[config.mk]
export PLATFORM = sky130hd
export DESIGN_NAME = strict_priority_three_class_queue_flat
export DESIGN_NICKNAME = d
export VERILOG_FILES = /design/src/rtl/core/spq_pkg.sv /design/src/rtl/core/spq_req_if.sv /design/src/rtl/core/spq_rsp_if.sv /design/src/rtl/core/spq_tag_store.sv /design/src/rtl/core/spq_ctrl.sv /design/src/rtl/core/strict_priority_three_class_queue.sv /design/src/flat_wrapper.sv
export SDC_FILE = /design/constraint.sdc
export NUM_CORES = 1
export LEC_CHECK = 0
export CELL_PAD_IN_SITES_DETAIL_PLACEMENT = 0
export CELL_PAD_IN_SITES_GLOBAL_PLACEMENT = 1
export CORE_MARGIN = 10
export CORE_UTILIZATION = 41
export DETAILED_ROUTE_END_ITERATION = 7
export DONT_BUFFER_PORTS = 1
export PLACE_DENSITY = 0.64
export SLEW_MARGIN = 20
export SYNTH_ARGS = -nofsm -noshare
export SYNTH_HDL_FRONTEND = slang
export SYNTH_SLANG_ARGS = --single-unit
[constraint.sdc]
create_clock -name clock -period 3.9 [get_ports clock]
set_input_delay 0.195 -clock clock [delete_from_list [all_inputs] [get_ports clock]]
set_output_delay 0.195 -clock clock [all_outputs]
set_load 0.02 [all_outputs]
[src/rtl/core/spq_pkg.sv]
package spq_pkg;

   localparam int NumClasses        = 3;
   localparam int QueueDepthDefault = 16;
   localparam int TagWidthDefault   = 16;
   localparam int ItemTagWidth      = 16;
   localparam int ServiceWidth      = 16;
   localparam int ClassWidth        = 2;
   localparam int StatusWidth       = 3;

   typedef enum logic {
      OP_ENQUEUE = 1'b0,
      OP_DEQUEUE = 1'b1
   } op_type;

   typedef enum logic [ClassWidth-1:0] {
      CLASS_EMERGENCY = 2'd0,
      CLASS_PASSENGER = 2'd1,
      CLASS_CARGO     = 2'd2,
      CLASS_UNKNOWN   = 2'd3
   } class_type;

   typedef enum logic [StatusWidth-1:0] {
      ST_ENQUEUED = 3'd0,
      ST_SERVED   = 3'd1,
      ST_EMPTY    = 3'd2,
      ST_UNKNOWN  = 3'd3,
      ST_FULL     = 3'd4
   } status_type;

   typedef struct packed {
      status_type              status;
      class_type               served_class;
      logic [ServiceWidth-1:0] service_number;
   } result_type;

endpackage

[src/rtl/core/spq_req_if.sv]
interface spq_req_if import spq_pkg::*; ();
   logic                    valid;
   logic                    ready;
   logic                    operation;
   logic [ClassWidth-1:0]   traffic_class;
   logic [ItemTagWidth-1:0] item_tag;

   modport source (output valid, operation, traffic_class, item_tag, input ready);
   modport sink   (input valid, operation, traffic_class, item_tag, output ready);
endinterface

[src/rtl/core/spq_rsp_if.sv]
interface spq_rsp_if import spq_pkg::*; ();
   logic                    valid;
   logic                    ready;
   logic [StatusWidth-1:0]  status;
   logic [ClassWidth-1:0]   served_class;
   logic [ItemTagWidth-1:0] served_tag;
   logic [ServiceWidth-1:0] service_number;

   modport source (output valid, status, served_class, served_tag, service_number,
                   input ready);
   modport sink   (input valid, status, served_class, served_tag, service_number,
                   output ready);
endinterface

[src/rtl/core/spq_tag_store.sv]
module spq_tag_store import spq_pkg::*; #(
   parameter int ENTRIES = 48,
   parameter int ADDR_W  = 6,
   parameter int DATA_W  = 16
) (
   input  logic              clock,
   input  logic              wr_en,
   input  logic [ADDR_W-1:0] wr_addr,
   input  logic [DATA_W-1:0] wr_data,
   input  logic              rd_en,
   input  logic [ADDR_W-1:0] rd_addr,
   output logic [DATA_W-1:0] rd_data
);

   logic [DATA_W-1:0] mem [ENTRIES];
   logic [DATA_W-1:0] rd_data_ff;

   always_ff @(posedge clock) begin
      if (wr_en) begin
         mem[wr_addr] <= wr_data;
      end
      if (rd_en) begin
         rd_data_ff <= mem[rd_addr];
      end
   end

   assign rd_data = rd_data_ff;

endmodule

[src/rtl/core/spq_ctrl.sv]
module spq_ctrl import spq_pkg::*; #(
   parameter int QUEUE_DEPTH = QueueDepthDefault,
   parameter int PTR_W       = 4,
   parameter int ADDR_W      = 6
) (
   input  logic                  clock,
   input  logic                  reset,
   input  logic                  accept,
   input  logic                  operation,
   input  logic [ClassWidth-1:0] traffic_class,
   output logic                  wr_en,
   output logic [ADDR_W-1:0]     wr_addr,
   output logic                  rd_en,
   output logic [ADDR_W-1:0]     rd_addr,
   output result_type            result
);

   localparam int COUNT_W = $clog2(QUEUE_DEPTH + 1);

   logic [PTR_W-1:0]        head_ff  [NumClasses];
   logic [PTR_W-1:0]        head_in  [NumClasses];
   logic [PTR_W-1:0]        tail_ff  [NumClasses];
   logic [PTR_W-1:0]        tail_in  [NumClasses];
   logic [COUNT_W-1:0]      count_ff [NumClasses];
   logic [COUNT_W-1:0]      count_in [NumClasses];
   logic [ServiceWidth-1:0] svc_ff;
   logic [ServiceWidth-1:0] svc_in;
   class_type               cls;
   class_type               pick;
   logic                    any_waiting;

   function automatic logic [PTR_W-1:0] advance(input logic [PTR_W-1:0] p);
      advance = (p == PTR_W'(QUEUE_DEPTH - 1)) ? '0 : p + PTR_W'(1);
   endfunction

   assign cls = class_type'(traffic_class);

   always_comb begin
      pick        = CLASS_EMERGENCY;
      any_waiting = 1'b0;
      for (int c = NumClasses - 1; c >= 0; c--) begin
         if (count_ff[c] != '0) begin
            pick        = class_type'(c);
            any_waiting = 1'b1;
         end
      end
   end

   always_comb begin
      head_in        = head_ff;
      tail_in        = tail_ff;
      count_in       = count_ff;
      svc_in         = svc_ff;
      wr_en          = 1'b0;
      wr_addr        = '0;
      rd_en          = 1'b0;
      rd_addr        = {pick, head_ff[pick]};
      result         = '0;
      result.status  = ST_EMPTY;
      if (op_type'(operation) == OP_ENQUEUE) begin
         if (cls == CLASS_UNKNOWN) begin
            result.status = ST_UNKNOWN;
         end else if (count_ff[cls] == COUNT_W'(QUEUE_DEPTH)) begin
            result.status = ST_FULL;
         end else begin
            result.status = ST_ENQUEUED;
            wr_en         = accept;
            wr_addr       = {cls, tail_ff[cls]};
            if (accept) begin
               tail_in[cls]  = advance(tail_ff[cls]);
               count_in[cls] = count_ff[cls] + COUNT_W'(1);
            end
         end
      end else if (any_waiting) begin
         result.status         = ST_SERVED;
         result.served_class   = pick;
         result.service_number = svc_ff;
         rd_en                 = accept;
         if (accept) begin
            head_in[pick]  = advance(head_ff[pick]);
            count_in[pick] = count_ff[pick] - COUNT_W'(1);
            svc_in         = svc_ff + ServiceWidth'(1);
         end
      end
   end

   always_ff @(posedge clock) begin
      if (reset) begin
         for (int c = 0; c < NumClasses; c++) begin
            head_ff[c]  <= '0;
            tail_ff[c]  <= '0;
            count_ff[c] <= '0;
         end
         svc_ff <= ServiceWidth'(1);
      end else begin
         head_ff  <= head_in;
         tail_ff  <= tail_in;
         count_ff <= count_in;
         svc_ff   <= svc_in;
      end
   end

   for (genvar g = 0; g < NumClasses; g++) begin : g_count_chk
      assert property (@(posedge clock) disable iff (reset)
         count_ff[g] <= COUNT_W'(QUEUE_DEPTH))
      else $error("Occupancy count exceeds the queue depth.");
   end

   assert property (@(posedge clock) disable iff (reset)
      accept && result.status == ST_EMPTY |->
         count_ff[0] == '0 && count_ff[1] == '0 && count_ff[2] == '0)
   else $error("Nothing-waiting status reported while a class holds tags.");

   assert property (@(posedge clock) disable iff (reset)
      accept && result.status == ST_SERVED |=> svc_ff == $past(svc_ff) + ServiceWidth'(1))
   else $error("Service number did not advance after a service.");

   assert property (@(posedge clock) disable iff (reset)
      !(wr_en && rd_en))
   else $error("Tag store written and read for the same request.");

endmodule

[src/rtl/core/strict_priority_three_class_queue.sv]
// Strict-priority scheduler over three classes (emergency, passenger, cargo), each with a
// ring-buffer FIFO of QUEUE_DEPTH tags. Every request transfer gives exactly one response
// transfer, in the cycle after it, held in the output register until it is taken. A new request is
// accepted in every cycle in which the response register is empty or is being emptied, so the
// sustained rate is one request per cycle while responses are taken; the served tag comes from the
// registered read port of the tag memory. On a response with any status other than served, the
// class, tag and service number fields are zero. There is no clearing pass after reset.
module strict_priority_three_class_queue import spq_pkg::*; #(
   parameter int QUEUE_DEPTH = QueueDepthDefault,
   parameter int TAG_WIDTH   = TagWidthDefault
) (
   input logic     clock,
   input logic     reset,
   spq_req_if.sink   req_chan,
   spq_rsp_if.source rsp_chan
);

   localparam int PTR_W   = $clog2(QUEUE_DEPTH);
   localparam int ADDR_W  = PTR_W + ClassWidth;
   localparam int ENTRIES = NumClasses * (2 ** PTR_W);
   localparam int STORE_W = (TAG_WIDTH < ItemTagWidth) ? TAG_WIDTH : ItemTagWidth;

   logic               accept;
   logic               wr_en;
   logic [ADDR_W-1:0]  wr_addr;
   logic               rd_en;
   logic [ADDR_W-1:0]  rd_addr;
   logic [STORE_W-1:0] rd_data;
   result_type         result;
   result_type         result_ff;
   logic               rsp_valid_ff;
   logic               rsp_valid_in;

   assign req_chan.ready = !rsp_valid_ff || rsp_chan.ready;
   assign accept         = req_chan.valid && req_chan.ready;

   spq_ctrl #(
      .QUEUE_DEPTH (QUEUE_DEPTH),
      .PTR_W       (PTR_W),
      .ADDR_W      (ADDR_W)
   ) u_ctrl (
      .clock         (clock),
      .reset         (reset),
      .accept        (accept),
      .operation     (req_chan.operation),
      .traffic_class (req_chan.traffic_class),
      .wr_en         (wr_en),
      .wr_addr       (wr_addr),
      .rd_en         (rd_en),
      .rd_addr       (rd_addr),
      .result        (result)
   );

   spq_tag_store #(
      .ENTRIES (ENTRIES),
      .ADDR_W  (ADDR_W),
      .DATA_W  (STORE_W)
   ) u_tag_store (
      .clock   (clock),
      .wr_en   (wr_en),
      .wr_addr (wr_addr),
      .wr_data (req_chan.item_tag[STORE_W-1:0]),
      .rd_en   (rd_en),
      .rd_addr (rd_addr),
      .rd_data (rd_data)
   );

   assign rsp_valid_in = accept || (rsp_valid_ff && !rsp_chan.ready);

   always_ff @(posedge clock) begin
      if (reset) begin
         rsp_valid_ff <= 1'b0;
      end else begin
         rsp_valid_ff <= rsp_valid_in;
      end
   end

   always_ff @(posedge clock) begin
      if (accept) begin
         result_ff <= result;
      end
   end

   assign rsp_chan.valid          = rsp_valid_ff;
   assign rsp_chan.status         = result_ff.status;
   assign rsp_chan.served_class   = result_ff.served_class;
   assign rsp_chan.service_number = result_ff.service_number;
   assign rsp_chan.served_tag     = (result_ff.status == ST_SERVED) ?
                                    ItemTagWidth'(rd_data) : '0;

endmodule
[src/flat_wrapper.sv]
// flat-port wrapper written by rule: the top's interface ports become plain ports
module strict_priority_three_class_queue_flat import spq_pkg::*;
#(
   parameter int QUEUE_DEPTH = QueueDepthDefault,
   parameter int TAG_WIDTH   = TagWidthDefault
)
  (clock, reset, req_chan_valid, req_chan_operation, req_chan_traffic_class, req_chan_item_tag, req_chan_ready, rsp_chan_valid, rsp_chan_status, rsp_chan_served_class, rsp_chan_served_tag, rsp_chan_service_number, rsp_chan_ready);
  spq_req_if req_chan_i ();
  spq_rsp_if rsp_chan_i ();
  input logic clock;
  input logic reset;
  input wire logic [$bits(req_chan_i.valid)-1:0] req_chan_valid;
  input wire logic [$bits(req_chan_i.operation)-1:0] req_chan_operation;
  input wire logic [$bits(req_chan_i.traffic_class)-1:0] req_chan_traffic_class;
  input wire logic [$bits(req_chan_i.item_tag)-1:0] req_chan_item_tag;
  output wire logic [$bits(req_chan_i.ready)-1:0] req_chan_ready;
  output wire logic [$bits(rsp_chan_i.valid)-1:0] rsp_chan_valid;
  output wire logic [$bits(rsp_chan_i.status)-1:0] rsp_chan_status;
  output wire logic [$bits(rsp_chan_i.served_class)-1:0] rsp_chan_served_class;
  output wire logic [$bits(rsp_chan_i.served_tag)-1:0] rsp_chan_served_tag;
  output wire logic [$bits(rsp_chan_i.service_number)-1:0] rsp_chan_service_number;
  input wire logic [$bits(rsp_chan_i.ready)-1:0] rsp_chan_ready;
  assign req_chan_i.valid = req_chan_valid;
  assign req_chan_i.operation = req_chan_operation;
  assign req_chan_i.traffic_class = req_chan_traffic_class;
  assign req_chan_i.item_tag = req_chan_item_tag;
  assign req_chan_ready = req_chan_i.ready;
  assign rsp_chan_valid = rsp_chan_i.valid;
  assign rsp_chan_status = rsp_chan_i.status;
  assign rsp_chan_served_class = rsp_chan_i.served_class;
  assign rsp_chan_served_tag = rsp_chan_i.served_tag;
  assign rsp_chan_service_number = rsp_chan_i.service_number;
  assign rsp_chan_i.ready = rsp_chan_ready;
  strict_priority_three_class_queue #(.QUEUE_DEPTH(QUEUE_DEPTH), .TAG_WIDTH(TAG_WIDTH)) u_core (.clock(clock), .reset(reset), .req_chan(req_chan_i), .rsp_chan(rsp_chan_i));
endmodule
==> metrics.md <==
| Metric | Value |
|---|---|
| Top post-synthesis cells by count | 805 x edfxtp_1, 637 x nand2_1, 168 x nand3_1 |
| Largest family of logic cells by synthesized area | simple AND/OR/NAND/NOR gates |
| Antenna violations before repair | 1 |
| Slowest-stage cell, CP | or3_4 |
| Global-route wire length before repair | 151,000 um |
| Cell taking the most area after synthesis | edfxtp_1 |
| Port bufs | 0 |
| R2R Setup Slk | 0.21 ns |
| HP Start | req_chan_operation |
| TritonCTS clock tree | yes |
| Max Cap Violations | 0 |
| Final hold vios | 0 |
| # H-tree levels | 3 |
| Die Width | 309 um |
| Drt via density | 5.74 |
| Leakage power | 13.5 nW |
| Syn Nets | 2,632 |
| Top Ports | 62 |
| Cts bufs inserted | 92 |
| Hold endpoint | u_core.u_ctrl.count_ff[0]$_SDFFE_PP0P_ |
| Tightest Hold Check Type | in2reg |
| Synth Area in Adders | 0.219% |
| Fill count | 7,258 |
| Final min period | 3.69 ns |
| Overall routed net length | 104,000 um |
| Gr ovfl total | 0 |
| Clock slew at reported path FFs | 0.06 ns |
| Sequential cell area fraction in the yosys report | 73.7% |
| Setup_tns | 0 ns |
| Syn avg cell area | 13.2 um2 |
| Cells after Synth | 2,603 |
| Core area | 83,300 um2 |
| Post-synth EDFFs | 805 |
| # rows | 106 |
| PwrDens | 531 nW/um2 |
| CP required | 4.29 ns |
| Hold slack final | 0.0474 ns |
| Syn-to-layout area delta | 16.5% |
| Bufs on Longest Clock Path | 3 |
| RePlAce Congestion | 0.871 |
| Initial DRC count | 2,588 |
| Root buf cell | clkbuf_16 |
| Worst reg2reg path endpoint | u_core.u_tag_store.rd_data[11]$_DFFE_PP_ |
| Slew Limit Fails | 0 |
| Crit Path Class | reg2reg |
| Worst-margin pin slew | 1.11 ns |
| Vias in the first global route | 21,582 |
| Ys flop type | edfxtp_1 |
| Peak supply drop | 0.387 mV |
| Highest Clock Rate | 271 MHz |
| Routed via count | 22,287 |
| Startpoint Class | flip-flop |
| Final worst path period share | 94.5% |
| Synth Area in Compound Gates | 7.56% |
| Worst r2r path cells | 12 |
| Critical path cell sequence | or3_4 -> a211oi_1 -> o21a_1 -> a21oi_4 -> buf_12 -> nor2_4 -> buf_4 -> buf_4 -> nand3_1 -> and3_1 -> a31oi_2 -> nand4_1 |
| Synth warn | 0 |
| Total GRT Usage | 21.5% |
| Worst-Skew Late Latency | 0.66 ns |
| Post-DRT Antenna Nets | 0 |
| Post-synthesis xor/xnor area fraction | 0.536% |
| Wire per inst | 26.8 um |
| Setup Viol. Count Final | 0 |
| HPWL Detailed | 64,400 um |
| Routed wl met3 | 7260 um |
| Crit-path max FO | 27 |
| Drc violations | 0 |
| DRT met1 WL | 45,400 um |
| Post-synthesis mux area share | 2.23% |
| Area of the multi-input gates | 8490 um2 |
| Share of cells above drive strength 1 | 12.1% |
| RSZ-0062 raised after global routing | true |
| Setup crit end kind | flip-flop |
| Met2 routed WL | 49,100 um |
| Die Footprint | 95,700 um2 |
| 1st-pass router iterations | 5 |
| Highest Signal Layer | met4 |
| Crit-path max cell delay | 0.44 ns |
| Fin nets | 2,759 |
| Slew headroom | 25.9% |
| Die Ht | 309 um |
| Crit path buffers/inverters | 3 |
| Largest net degree at the start of global routing | 93 |
| #FFs+latches synth | 861 |
| Clk sinks | 861 |
| Crit path DAT | 4.07 ns |
| Register Area | 25,300 um2 |
| CP dominant cell by count | buf_4 |
| Worst hold path stage count | 4 |
| Outcome | finished, final reports clean |
| Top-count cell post-synth | edfxtp_1 |
| Top cells by area, synth | edfxtp_1 70%, nand2_1 7.0%, dfxtp_1 3.3%, nand3_1 2.4%, mux2i_1 1.9% |
| Async SR Flop Fraction | 0% |
| Count of different cell masters after synthesis | 70 |
| Top cell type's share of synthesized area | 70.4% |
| CP delay by family, top | compound AO/OA/AOI/OAI gates |
| Initial Utilization | 41.2% |
| Post-CTS setup buffer count | 0 |
| FF-to-FF Start | u_core.u_ctrl.count_ff[9]$_SDFFE_PP0P_ |
| Mapped Area | 34,300 um2 |
| Simple-gate share of the synthesized area | 13.8% |
| Clock Skew | 0.0302 ns |
## through the flow
step / setup WS (ns) / power [W] / util, % / instance area [um2] / instances
after floorplan: 0.203 / 0.0117 / - / 34300 / 2603
after global placement: -0.0626 / 0.0125 / 43.6 / 36300 / 3678
after detailed placement: -0.0892 / 0.0125 / 43.6 / 36300 / 3678
after CTS: 0.0503 / 0.0214 / 48.0 / 40000 / 3881
after global routing: -0.00865 / 0.0219 / 48.0 / 40000 / 3881
final: 0.213 / 0.0212 / 48.0 / 40000 / 3882
## power breakdown
group	internal (W)	leakage [nW]	switching, W	total, W
clock network	0.00503	1.44	0.00359	0.00862
registers	0.0102	7.71	0.0000505	0.0102
logic	0.000712	4.30	0.00166	0.00238
## cell usage in the layout (no fill, tap or decap), drive strengths merged, types with 5 or more instances in the layout
cell type    count
nor4             8
nand4           35
mux2i           64
and2            33
o2111ai         10
clkinv          34
a22oi           22
nor3            14
edfxtp         805
dlygate4sd3     21
mux2            11
a221oi           5
nand2b           7
o2bb2ai          9
xor2            10
xnor2           11
buf            154
o21ai           56
ha               6
o22ai           24
a32o            10
clkbuf         119
a21oi           72
o211ai           6
and3            20
or3             13
a311oi           5
dfxtp           56
nor2           140
a32oi           20
nand2          638
a211oi          23
bufinv           8
nand3          168
inv             14
a31oi           99
## worst max-delay path by stage
stage	slack [ns]	cells past startpoint	end	startpoint
floorplan	0.20	13	u_core.u_tag_store.mem[30][0]$_DFFE_PP_	req_chan_traffic_class[0]
global placement	-0.06	10	u_core.u_tag_store.rd_data[11]$_DFFE_PP_	u_core.u_ctrl.count_ff[14]$_SDFFE_PP0P_
CTS	0.05	10	u_core.u_tag_store.rd_data[11]$_DFFE_PP_	u_core.u_ctrl.count_ff[14]$_SDFFE_PP0P_
detailed placement	-0.09	10	u_core.u_tag_store.rd_data[11]$_DFFE_PP_	u_core.u_ctrl.count_ff[14]$_SDFFE_PP0P_
global route	-0.009	13	u_core.u_tag_store.rd_data[15]$_DFFE_PP_	u_core.u_ctrl.count_ff[14]$_SDFFE_PP0P_
finish	0.21	12	u_core.u_tag_store.rd_data[11]$_DFFE_PP_	u_core.u_ctrl.count_ff[9]$_SDFFE_PP0P_
## layer usage
metal  global-route usage, %  up-vias
li1                        -     9972
met1                    30.2    11293
met2                    34.6      883
met3                    3.19      139
met4                    5.88        0
met5                       0        -
## worst min-delay path, delay by kind of cell
family | cells | cell delay [ns]
compound gates | 2 | 0.24
simple gates | 2 | 0.22
## layout make-up
cell class,count,area share [%]
Sequential cell,861,63.2
Multi-Input combinational cell,1587,21.2
Clock buffer,119,6.22
Timing Repair Buffer,175,4.56
Tap cell,1080,3.38
Clock inverter,46,1.22
Inverter,13,0.147
Antenna cell,1,0.00626
## state kept, by name (all words and copies together) (netlist names), 2 cells and up
signal	count
u_core.u_ctrl.count_ff	15
u_core.u_ctrl.tail_ff	12
u_core.u_ctrl.head_ff	12
u_core.u_tag_store.mem	768
u_core.u_ctrl.svc_ff	16
u_core.rsp_chan.served_class	2
u_core.rsp_chan.service_number	16
u_core.rsp_chan.status	3
u_core.u_tag_store.rd_data	16
## logic make-up after synthesis
group,count (synthesis)
adders and majority gates,6
xor gates and xnor gates,21
AOI/OAI and AO/OA,391
muxes,75
and+or+nand+nor,1094
DFF,861
buffers and inverters,155
## timing repair
action	CTS	global route
hold buffers	38	0
setup endpoints to repair	1	9
gates resized for setup	1	4
endpoints found under the hold margin	829	0
Power figures use the tool's default switching activity.
